$ cat src/hw/rtl/actt_pkg.sv
`timescale 1ns / 1ps
// ---------------------------------------------------------------------------
// actt_pkg: shared types and constants
// Command codes, controller states, the captured request word and the
// fixed widths of the adaptive connect timeout table.
// ---------------------------------------------------------------------------
package actt_pkg;

  // field widths
  localparam int unsigned CMD_W     = 2;
  localparam int unsigned IDX_W     = 4;
  localparam int unsigned MS_W      = 16;
  localparam int unsigned DUR_W     = 19;
  localparam int unsigned TIMEOUT_W = 18;
  localparam int unsigned FAIL_W    = 8;

  // defaults and limits
  localparam int unsigned ENTRIES_DEF     = 16;
  localparam logic [MS_W-1:0]   MAX_TIMEOUT_RST = 16'd10000;
  localparam logic [FAIL_W-1:0] FAIL_MAX        = 8'd255;

  // divide by 3 as multiply by ceil(2^21/3), exact for sums below 2^20
  localparam int unsigned SUM_W      = 20;
  localparam int unsigned DIV3_SHIFT = 21;
  localparam logic [SUM_W-1:0] DIV3_MUL = 20'd699051;

  typedef enum logic [CMD_W-1:0] {
    CMD_SUGGEST   = 2'd0,
    CMD_CONN_OK   = 2'd1,
    CMD_PUB_OK    = 2'd2,
    CMD_CONN_FAIL = 2'd3
  } cmd_t;

  typedef enum logic {
    ST_IDLE = 1'b0,
    ST_EXEC = 1'b1
  } state_t;

  // one captured request word
  typedef struct packed {
    cmd_t            cmd;
    logic [IDX_W-1:0] idx;
    logic [MS_W-1:0]  minimum;
    logic [MS_W-1:0]  duration;
  } item_t;

  // entry as read from the table
  typedef struct packed {
    logic                    valid;
    logic signed [DUR_W-1:0] data;
  } entry_t;

  // update decision for one entry
  typedef struct packed {
    logic                    we;
    logic signed [DUR_W-1:0] data;
    logic [TIMEOUT_W-1:0]    timeout;
  } upd_t;

endpackage

$ cat src/hw/rtl/actt_store.sv
`timescale 1ns / 1ps
// ---------------------------------------------------------------------------
// actt_store: duration table
// Synchronous single-port-read, single-port-write memory of signed
// durations plus per-entry valid flops cleared by reset.
// ---------------------------------------------------------------------------
module actt_store #(
  parameter int unsigned ENTRIES = actt_pkg::ENTRIES_DEF,
  localparam int unsigned AW = (ENTRIES > 1) ? $clog2(ENTRIES) : 1
) (
  input  logic                            clk,
  input  logic                            rst,
  input  logic                            re,
  input  logic [AW-1:0]                   raddr,
  output actt_pkg::entry_t                rd,
  input  logic                            we,
  input  logic [AW-1:0]                   waddr,
  input  logic signed [actt_pkg::DUR_W-1:0] wdata
);
  import actt_pkg::*;

  logic signed [DUR_W-1:0] mem [ENTRIES];
  logic [ENTRIES-1:0]      valid;
  logic signed [DUR_W-1:0] rdata;
  logic                    rvalid;

  // memory write and registered read
  always_ff @(posedge clk) begin
    if (we) begin
      mem[waddr] <= wdata;
    end
    if (re) begin
      rdata <= mem[raddr];
    end
  end

  // valid bits, cleared at reset
  always_ff @(posedge clk) begin
    if (rst) begin
      valid  <= '0;
      rvalid <= 1'b0;
    end else begin
      if (we) begin
        valid[waddr] <= 1'b1;
      end
      if (re) begin
        rvalid <= valid[raddr];
      end
    end
  end

  assign rd.valid = rvalid;
  assign rd.data  = rdata;

endmodule

$ cat src/hw/rtl/actt_update.sv
`timescale 1ns / 1ps
// ---------------------------------------------------------------------------
// actt_update: entry update logic
// Computes the suggested timeout with backoff and the filtered duration
// for a connect success from the entry read out of the table.
// ---------------------------------------------------------------------------
module actt_update (
  input  actt_pkg::item_t                 item,
  input  logic                            in_range,
  input  actt_pkg::entry_t                ent,
  input  logic [actt_pkg::MS_W-1:0]       max_timeout,
  output actt_pkg::upd_t                  upd
);
  import actt_pkg::*;

  logic [TIMEOUT_W-1:0]    min3;
  logic                    neg;
  logic [DUR_W-1:0]        mag;
  logic [DUR_W+1:0]        t;
  logic [MS_W-1:0]         ans;
  logic signed [DUR_W-1:0] sug_data;
  logic [TIMEOUT_W-1:0]    sug_timeout;
  logic [DUR_W-1:0]        e;
  logic [SUM_W-1:0]        sum;
  logic [2*SUM_W-1:0]      prod;

  // three times the minimum
  assign min3 = {1'b0, item.minimum, 1'b0} + TIMEOUT_W'(item.minimum);

  // magnitude of the stored value times three
  assign neg = ent.data[DUR_W-1];
  assign mag = neg ? DUR_W'(-ent.data) : DUR_W'(ent.data);
  assign t   = {1'b0, mag, 1'b0} + (DUR_W+2)'(mag);

  // lower clamp first, then upper clamp
  always_comb begin
    if (t < (DUR_W+2)'(item.minimum)) begin
      ans = item.minimum;
    end else if (t > (DUR_W+2)'(max_timeout)) begin
      ans = max_timeout;
    end else begin
      ans = t[MS_W-1:0];
    end
  end

  // suggest: seed an empty entry or back off a filled one, sign kept
  always_comb begin
    if (!ent.valid) begin
      sug_data    = DUR_W'(0) - DUR_W'(min3);
      sug_timeout = min3;
    end else begin
      sug_data    = neg ? (DUR_W'(0) - DUR_W'(ans)) : DUR_W'(ans);
      sug_timeout = TIMEOUT_W'(ans);
    end
  end

  // success: (entry + 2*dur) / 3 via reciprocal multiply, dur for empty/neg entry
  assign e    = (!ent.valid || neg) ? DUR_W'(item.duration) : ent.data;
  assign sum  = SUM_W'(e) + {3'b000, item.duration, 1'b0};
  assign prod = sum * DIV3_MUL;

  // select by command
  always_comb begin
    upd.we      = 1'b0;
    upd.data    = sug_data;
    upd.timeout = '0;
    case (item.cmd)
      CMD_SUGGEST: begin
        upd.we = in_range;
        if (in_range) begin
          upd.timeout = sug_timeout;
        end
      end
      CMD_CONN_OK: begin
        upd.we   = in_range;
        upd.data = prod[DIV3_SHIFT +: DUR_W];
      end
      default: begin
        upd.we = 1'b0;
      end
    endcase
  end

endmodule

$ cat src/hw/rtl/adaptive_connect_timeout_table.sv
`timescale 1ns / 1ps
// ---------------------------------------------------------------------------
// adaptive_connect_timeout_table: per-channel connect timeout table
// Suggests connect timeouts with backoff, filters measured connect
// durations and keeps a saturating failure counter.
// ---------------------------------------------------------------------------
// the input word and its table entry are registered on acceptance; the
// update, the write-back of the same entry and the result register follow
// in the execute state; no new word is accepted until execute completes
// a waiting result does not block acceptance of the next word, only its execute
// reset: valid bits and failure counter cleared, max timeout set to 10000,
//   no clearing pass over the table
module adaptive_connect_timeout_table #(
  parameter int unsigned ENTRIES = actt_pkg::ENTRIES_DEF
) (
  input  logic        clk,
  input  logic        rst,
  // config: max_timeout_ms
  input  logic        cfg_wen,
  input  logic [15:0] cfg_wdata,
  // input stream
  input  logic        s_tvalid,
  output logic        s_tready,
  input  logic [39:0] s_tdata,  // entry_index[3:0], minimum_ms[19:4], conn_dur[35:20]
  input  logic [1:0]  s_tuser,  // cmd[1:0]
  // output stream
  output logic        m_tvalid,
  input  logic        m_tready,
  output logic [31:0] m_tdata   // timeout_ms[17:0], failure_count[25:18]
);
  import actt_pkg::*;

  localparam int unsigned AW = (ENTRIES > 1) ? $clog2(ENTRIES) : 1;

  state_t                  state;
  state_t                  state_next;
  item_t                   item;
  logic                    in_range;
  logic [MS_W-1:0]         max_timeout;
  logic [FAIL_W-1:0]       failures;
  logic [FAIL_W-1:0]       failures_next;
  logic [TIMEOUT_W-1:0]    out_timeout;
  logic                    accept;
  logic                    done;
  logic                    store_we;
  entry_t                  ent;
  upd_t                    upd;
  logic [IDX_W-1:0]        s_idx;

  assign s_idx  = s_tdata[IDX_W-1:0];
  assign accept = s_tvalid && s_tready;

  // config register
  always_ff @(posedge clk) begin
    if (rst) begin
      max_timeout <= MAX_TIMEOUT_RST;
    end else if (cfg_wen) begin
      max_timeout <= cfg_wdata;
    end
  end

  // capture request word
  always_ff @(posedge clk) begin
    if (accept) begin
      item.cmd      <= cmd_t'(s_tuser);
      item.idx      <= s_idx;
      item.minimum  <= s_tdata[IDX_W +: MS_W];
      item.duration <= s_tdata[IDX_W+MS_W +: MS_W];
      in_range      <= (32'(s_idx) < ENTRIES);
    end
  end

  // next state
  always_comb begin
    state_next = state;
    case (state)
      ST_IDLE: begin
        if (s_tvalid) begin
          state_next = ST_EXEC;
        end
      end
      ST_EXEC: begin
        if (!m_tvalid || m_tready) begin
          state_next = ST_IDLE;
        end
      end
      default: begin
        state_next = ST_IDLE;
      end
    endcase
  end

  // state outputs
  always_comb begin
    s_tready = 1'b0;
    done     = 1'b0;
    case (state)
      ST_IDLE: begin
        s_tready = 1'b1;
      end
      ST_EXEC: begin
        done = !m_tvalid || m_tready;
      end
      default: begin
        s_tready = 1'b0;
      end
    endcase
  end

  always_ff @(posedge clk) begin
    if (rst) begin
      state <= ST_IDLE;
    end else begin
      state <= state_next;
    end
  end

  // table
  actt_store #(
    .ENTRIES (ENTRIES)
  ) u_store (
    .clk   (clk),
    .rst   (rst),
    .re    (accept),
    .raddr (AW'(s_idx)),
    .rd    (ent),
    .we    (store_we),
    .waddr (AW'(item.idx)),
    .wdata (upd.data)
  );

  // entry update
  actt_update u_update (
    .item        (item),
    .in_range    (in_range),
    .ent         (ent),
    .max_timeout (max_timeout),
    .upd         (upd)
  );

  assign store_we = done && upd.we;

  // failure counter
  always_comb begin
    failures_next = failures;
    case (item.cmd)
      CMD_CONN_OK, CMD_PUB_OK: begin
        if (failures != '0) begin
          failures_next = failures - 1'b1;
        end
      end
      CMD_CONN_FAIL: begin
        if (failures != FAIL_MAX) begin
          failures_next = failures + 1'b1;
        end
      end
      default: begin
        failures_next = failures;
      end
    endcase
  end

  always_ff @(posedge clk) begin
    if (rst) begin
      failures <= '0;
    end else if (done) begin
      failures <= failures_next;
    end
  end

  // output register
  always_ff @(posedge clk) begin
    if (rst) begin
      m_tvalid <= 1'b0;
    end else if (done) begin
      m_tvalid <= 1'b1;
    end else if (m_tready) begin
      m_tvalid <= 1'b0;
    end
  end

  always_ff @(posedge clk) begin
    if (done) begin
      out_timeout <= upd.timeout;
    end
  end

  assign m_tdata = {6'b0, failures, out_timeout};

  // checks
  a_accept_exec: assert property (@(posedge clk) disable iff (rst)
    accept |=> (state == ST_EXEC) && !s_tready)
    else $error("accepted word did not enter execute");

  a_we_in_exec: assert property (@(posedge clk) disable iff (rst)
    store_we |-> (state == ST_EXEC) && in_range)
    else $error("table write outside execute or out of range");

  a_fail_nonzero: assert property (@(posedge clk) disable iff (rst)
    (done && (item.cmd == CMD_CONN_FAIL)) |=> (m_tdata[25:18] != 8'd0))
    else $error("failure count zero after connect failure");

  a_timeout_zero: assert property (@(posedge clk) disable iff (rst)
    (done && (item.cmd != CMD_SUGGEST)) |=> (m_tdata[17:0] == 18'd0))
    else $error("nonzero timeout for non-suggest word");

endmodule
$ cat config.mk
export PLATFORM = sky130hd
export DESIGN_NAME = adaptive_connect_timeout_table
export DESIGN_NICKNAME = d
export VERILOG_FILES = /design/src/hw/rtl/actt_pkg.sv /design/src/hw/rtl/actt_store.sv /design/src/hw/rtl/actt_update.sv /design/src/hw/rtl/adaptive_connect_timeout_table.sv
export SDC_FILE = /design/constraint.sdc
export NUM_CORES = 1
export LEC_CHECK = 0
export ABC_CLOCK_PERIOD_IN_PS = 10100
export BUFFER_PORTS_ARGS = -buffer_cell sky130_fd_sc_hd__buf_4
export CAP_MARGIN = 20
export CORE_UTILIZATION = 35
export CTS_BUF_LIST = sky130_fd_sc_hd__clkbuf_8
export DETAILED_ROUTE_END_ITERATION = 8
export GPL_TIMING_DRIVEN = 1
export PLACE_DENSITY = 0.58
export SLEW_MARGIN = 20
export SYNTH_ARGS = -nofsm -noshare
export SYNTH_HDL_FRONTEND = slang
export SYNTH_SLANG_ARGS = --single-unit
$ cat constraint.sdc
create_clock -name clk -period 10.1 [get_ports clk]
set_clock_uncertainty 0.1 [all_clocks]
set_input_delay 0 -clock clk [delete_from_list [all_inputs] [get_ports clk]]
set_output_delay 0 -clock clk [all_outputs]
set_load 0.1 [all_outputs]
# Yosys cells after proc, flatten, opt, wreduce, memory -nomap -nowiden
# Memories as Yosys holds them, arrays and structs flattened. A register that Yosys moved wholly into a read port is not among the register bits.
# Index checks and enable logic that the tools add are counted.
# totals
n_memories	1
output_inout_bits	34
ramBits	304
wordCells	76
reg_bits	99
# classes
bitwise	3
addsub	8
eq_ne	6
muxes	25
magnitude_cmp	5
reduce_logical	15
multipliers	1
# mem_list
memory	depth	word_bits	read_ports	rd_ports_with_merged_regs	write_ports	line_no	text
u_store.mem	16	19	1	1	1	actt_store.sv:22	logic signed [DUR_W-1:0] mem [ENTRIES];
# op_table
operator	n
2-to-1 mux 19 bit	5
2-to-1 mux 16 bit	3
multiplier 20 x 20 -> 40 bit, second input constant	1
adder 20 x 19 -> 21 bit	1
> comparator 21 x 16 -> 1 bit	1
less-than comparator 21 x 16 -> 1 bit	1
adder 19 x 17 -> 20 bit	1
negation 19 bit	1
subtractor 1 x 18 -> 19 bit, first input constant	1
adder 17 x 16 -> 18 bit	1
subtractor 1 x 16 -> 17 bit, first input constant	1
2-to-1 mux 8 bit	2
OR 16 bit	1
case mux 8 bit (2 select lines)	1
2-to-1 mux 1 bit	11
less-than comparator 4 x 5 -> 1 bit, second input constant	2
adder 8 x 1 -> 8 bit, second input constant	1
inequality test 8 bit, second input constant	1
nonzero test 8 bit	1
subtractor 8 x 1 -> 8 bit, second input constant	1
OR reduction 2 bit	3
binary-select mux 1 bit (select 4 bit)	1
demux 1 bit (select 4 bit)	1
== test 2 bit, second input constant	2
other kinds (11)	18

# Depth between registers and ports, before layout
# depth
ltp_word	10
mapped_depth	41

# Modules after synthesis
# From an unflattened synthesis, not the netlist that was laid out.
# unflattened
hier_cells	2240
hier_area_um2	28139.5
# by_module_without_submodules
module	seq_area_each_um2	instances	area_each_um2	cells_each
actt_store	10039.6	1	12727.2	533
actt_update	0.0	1	12280.5	1491
adaptive_connect_timeout_table	2202.1	1	3131.8	216

# Least setup slack after synthesis
# OpenSTA, ideal clock, no wires.
# synth_path
kind	register to register
startpoint	register u_store.rdata[18], read port of u_store.mem
endpoint	memory u_store.mem[0][16], data pin
t_arrival_ns	8.787
path_buffers	1
setup_slack_ns	0.930
synth_period_minus_slack_ns	9.170
stages_incl_launch_ff	36
path_cell_list	edfxtp_1 clkbuf_1 nand2b_1 nand2_1 nand2_1 ha_1 a21o_1 a21oi_1 o21ai_0 a21oi_1 o21bai_1 a21oi_1 o211ai_1 a31o_2 a21o_1 a21o_1 a21oi_1 xnor2_1 ha_1 ha_1 fa_1 fa_1 fa_1 fa_1 ha_1 ha_1 o21ai_0 nand2b_1 and3_1 a22oi_1 o31ai_1 a21oi_1 o31ai_1 a21oi_1 xor2_1 o21ai_1
# synth_between
elab_chain_len	10
elab_cells_between_ends	15
classes_between	4 x add/sub; 1 x mul; 2 x order compare; 7 x mux; 1 x reduce/logical
# synth_rtl
element	line_no	text
start, declared	actt_store.sv:24	logic signed [DUR_W-1:0] rdata;
negation 19 bit	actt_update.sv:32	assign mag = neg ? DUR_W'(-ent.data) : DUR_W'(ent.data);
2-to-1 mux 19 bit	actt_update.sv:32	
adder 20 x 19 -> 21 bit	actt_update.sv:33	assign t = {1'b0, mag, 1'b0} + (DUR_W+2)'(mag);
> comparator 21 x 16 -> 1 bit	actt_update.sv:39	end else if (t > (DUR_W+2)'(max_timeout)) begin
2-to-1 mux 16 bit	actt_update.sv:39	
2-to-1 mux 16 bit	actt_update.sv:37	if (t < (DUR_W+2)'(item.minimum)) begin
subtractor 1 x 16 -> 17 bit	actt_update.sv:52	sug_data = neg ? (DUR_W'(0) - DUR_W'(ans)) : DUR_W'(ans);
2-to-1 mux 19 bit	actt_update.sv:52	
2-to-1 mux 19 bit	actt_update.sv:48	if (!ent.valid) begin
2-to-1 mux 19 bit (*)	actt_update.sv:67	case (item.cmd)
net u_store.wdata, one bit	actt_store.sv:18	input logic signed [actt_pkg::DUR_W-1:0] wdata
end, declared	actt_store.sv:22	
# The timed path passes the listed nets; every way through them passes the cells marked *.

# Worst setup path after layout
# layout_path
startpoint	register u_store.rdata[18], read port of u_store.mem
endpoint	memory u_store.mem[1][17], data pin
# Same word-level chain as after synthesis.

==> results_dict.tcl <==
set metrics [dict create \
    vias_per_cell 5.050 \
    fin_crit_ns 9.383 \
    critPathMaxStageDelay_ns 0.55 \
    fp.dieArea_sq_um 80150 \
    synth_top_family_by_area "adder cells" \
    synth_cells 2171 \
    drv_cap 0 \
    die_y_um 283.1 \
    status "finished, final reports clean" \
    ys_seq_area_frac 0.4426 \
    wl_mm 72.74 \
    ys.flop_type "edfxtp_1" \
    cp-start-kind "register" \
    synth.distinct_cells 85 \
    ant_nets 0 \
    cts_setup_buffers 0 \
    finalSetupViolCount 0 \
    grt_max_degree 61 \
    grt_pass1_vias 19119 \
    cts_made_buffers 70 \
    arrival_ns 9.62 \
    synth_area_per_cell_sq_um 12.74 \
    grt_pass1_wl_mm 111.8 \
    drtIter0Drc 1254 \
    clkTransAtPathRegs_ns 0.06 \
    fin_tns_setup_ns 0 \
    reg2reg_slack_ns 0.72 \
    synthAdderAreaFrac 0.2278 \
    path_max_fanout 16 \
    synth_area_leaders "edfxtp_1 (41%), ha_1 (13%), fa_1 (10%), mux4_2 (8.1%), inv_1 (4.1%)" \
    clock_path_buffers 3 \
    dieWidth_um 283.1 \
    instances_no_fill 3552 \
    ys_seq_elements 422 \
    cts_root_buffer "clkbuf_8" \
    ys_async_sr_fraction 0 \
    numPortBuffers 86 \
    rr_endpoint "u_store.mem[1][17]$_DFFE_PP_" \
    yosysWarnings 0 \
    rr_worst_depth 35 \
    min_period_over_period 0.9291 \
    synth_xor_xnor_area_share 0.04054 \
    yosys.area.top_type_share 0.4115 \
    overflow 0 \
    synthSimpleGateAreaFrac 0.06619 \
    grt.total_usage 0.1829 \
    relSlewSlack 0.3480 \
    max_freq_ghz 0.1066 \
    initial_core_util 0.3553 \
    drive_above_1_share 0.1509 \
    dr.pass1.iters 6 \
    num_io_pins 97 \
    grt_antenna_before_repair 0 \
    cts_sinks 422 \
    num_vias 17936 \
    hold_class "primary input to register" \
    synth_edf_count 379 \
    rsz0062_at_grt "no" \
    critPathSlowestCell "fa_1" \
    clk_latency_ns 0.64 \
    syn_to_final_growth_pct 17.76 \
    gp_congestion 0.9279 \
    hpwl_mm 52.71 \
    cts.htree.levels 3 \
    synth.area.mux_share 0.09166 \
    wire_per_inst_um 20.48 \
    fin_nets 2940 \
    dp.cells 3292 \
    place_ws_ns 0.3732 \
    cts_tree "done" \
    reg2reg_from "u_store.rdata[18]$_DFFE_PP_" \
    finalHoldViolCount 0 \
    end_kind "register" \
    hold_start "cfg_wen" \
    drv_slew 0 \
    drc 0 \
    whs_path_depth 3 \
    yosys.area.top_type "edfxtp_1" \
    worst_pin_slew_ns 0.9757 \
    final_common_cell "edfxtp_1" \
    layout_setup_ws_ns 0.7166 \
    critPathRequiredTime_ns 10.34 \
    synth_compound_area_frac 0.08017 \
    fp.coreArea_sq_um 77850 \
    holdPathEnd "max_timeout[4]$_SDFFE_PP1P_" \
    final_cell_mix "edfxtp_1 (379), inv_1 (317), ha_1 (278)" \
    num_rows 102 \
    worstSetupPathType "register to register" \
    syn_area_sq_um 27660 \
]
==> sequential cells by signal (all words and copies together) (netlist names) <==
signal and cells:
m_tvalid 1, max_timeout 16, item 38, u_store.valid 16
u_store.mem 304, u_store.rdata 19, u_store.rvalid 1, state 1
out_timeout 18, failures 8
==> what timing repair did <==
item                                   in CTS  in global routing
endpoints found under the hold margin      99                  0
resized for setup                           0                  8
hold buffers                              134                  0
setup endpoints to repair                   0                176
==> routing by layer <==
layer / routed length, um / share of wire / global-route usage / up-vias
met5: 0 / 0 / 0 / -
met4: 1741 / 0.024 / 0.05919 / 0
met3: 3506 / 0.048 / 0.02480 / 94
met2: 37830 / 0.52 / 0.3292 / 439
met1: 29660 / 0.41 / 0.2250 / 8999
li1: - / - / - / 8404
==> logic make-up (layout without fill, tap and decap cells) <==
logic type | after synthesis | after routing
AO/OA/AOI/OAI | 324 | 324
XOR/XNOR | 128 | 128
adder cells (fa/ha/maj) | 419 | 419
buffers and inverters | 365 | 693
flip-flops | 422 | 422
multiplexers | 128 | 128
other | 2 | 15
AND/OR/NAND/NOR | 383 | 383
==> cells in the mapped netlist (5+ instances only) <==
cell type / instances
and3_1: 5
o211ai_1: 21
mux2i_1: 26
a21o_1: 33
o211a_1: 8
nor2b_1: 19
o31ai_1: 12
o22ai_1: 8
o21ai_0: 44
a211o_1: 10
nand3_1: 15
a21oi_1: 76
a211oi_1: 12
nand2b_1: 16
a22oi_1: 11
nand4_1: 11
dfxtp_1: 43
mux4_2: 100
nor2_1: 135
ha_1: 278
nand2_1: 108
or3_1: 7
buf_4: 6
nor3_1: 23
xnor2_1: 89
xor2_1: 39
inv_1: 301
clkbuf_1: 40
fa_1: 141
o21bai_1: 10
and2_1: 5
o21a_1: 11
o21ai_1: 19
edfxtp_1: 379
buf_1: 14
nor4_1: 8
==> per-stage QoR <==
stage | area, sq um | utilization | hold WS, ns
after floorplan | 27700 | - | -0.001131
after global routing | 32570 | 0.4183 | 0.2334
after detailed placement | 29850 | 0.3834 | 0.07925
final | 32570 | 0.4183 | 0.2420
after global placement | 29840 | 0.3833 | 0.07844
after CTS | 32510 | 0.4177 | 0.1635
==> critical path: cells and delay by family (launching register included) <==
kind | cells | cell delay [ns]
adders and majority gates | 9 | 3.71
AOI/OAI and AO/OA | 16 | 3.25
and+or+nand+nor | 5 | 0.76
xor gates and xnor gates | 2 | 0.58
DFF | 1 | 0.42
buffers and inverters | 3 | 0.28
==> area by class of cell <==
cell class / instances / area, sq um
diodes: 1 / 2.502
clock buffers: 76 / 1046
clock inverters: 49 / 280.3
fillers: 7263 / 45280
inverters: 302 / 1134
multi-input cells: 1396 / 14230
flip-flops and latches: 422 / 12240
well taps: 1040 / 1301
repair buffers: 266 / 2336
==> worst max path at each step <==
| stage | from | endpoint |
|---|---|---|
| 2_1_floorplan | u_store.rdata[18]$_DFFE_PP_ | u_store.mem[0][16]$_DFFE_PP_ |
| 5_1_grt | u_store.rdata[18]$_DFFE_PP_ | u_store.mem[8][17]$_DFFE_PP_ |
| 3_5_place_dp | u_store.rdata[18]$_DFFE_PP_ | u_store.mem[10][15]$_DFFE_PP_ |
| 6_report | u_store.rdata[18]$_DFFE_PP_ | u_store.mem[1][17]$_DFFE_PP_ |
| 3_3_place_gp | u_store.rdata[18]$_DFFE_PP_ | u_store.mem[14][17]$_DFFE_PP_ |
| 4_1_cts | u_store.rdata[18]$_DFFE_PP_ | u_store.mem[14][15]$_DFFE_PP_ |
Power is left out: the tool's default activity adds up to more than one toggle a clock period on the data nets, which glitch-free logic cannot reach.
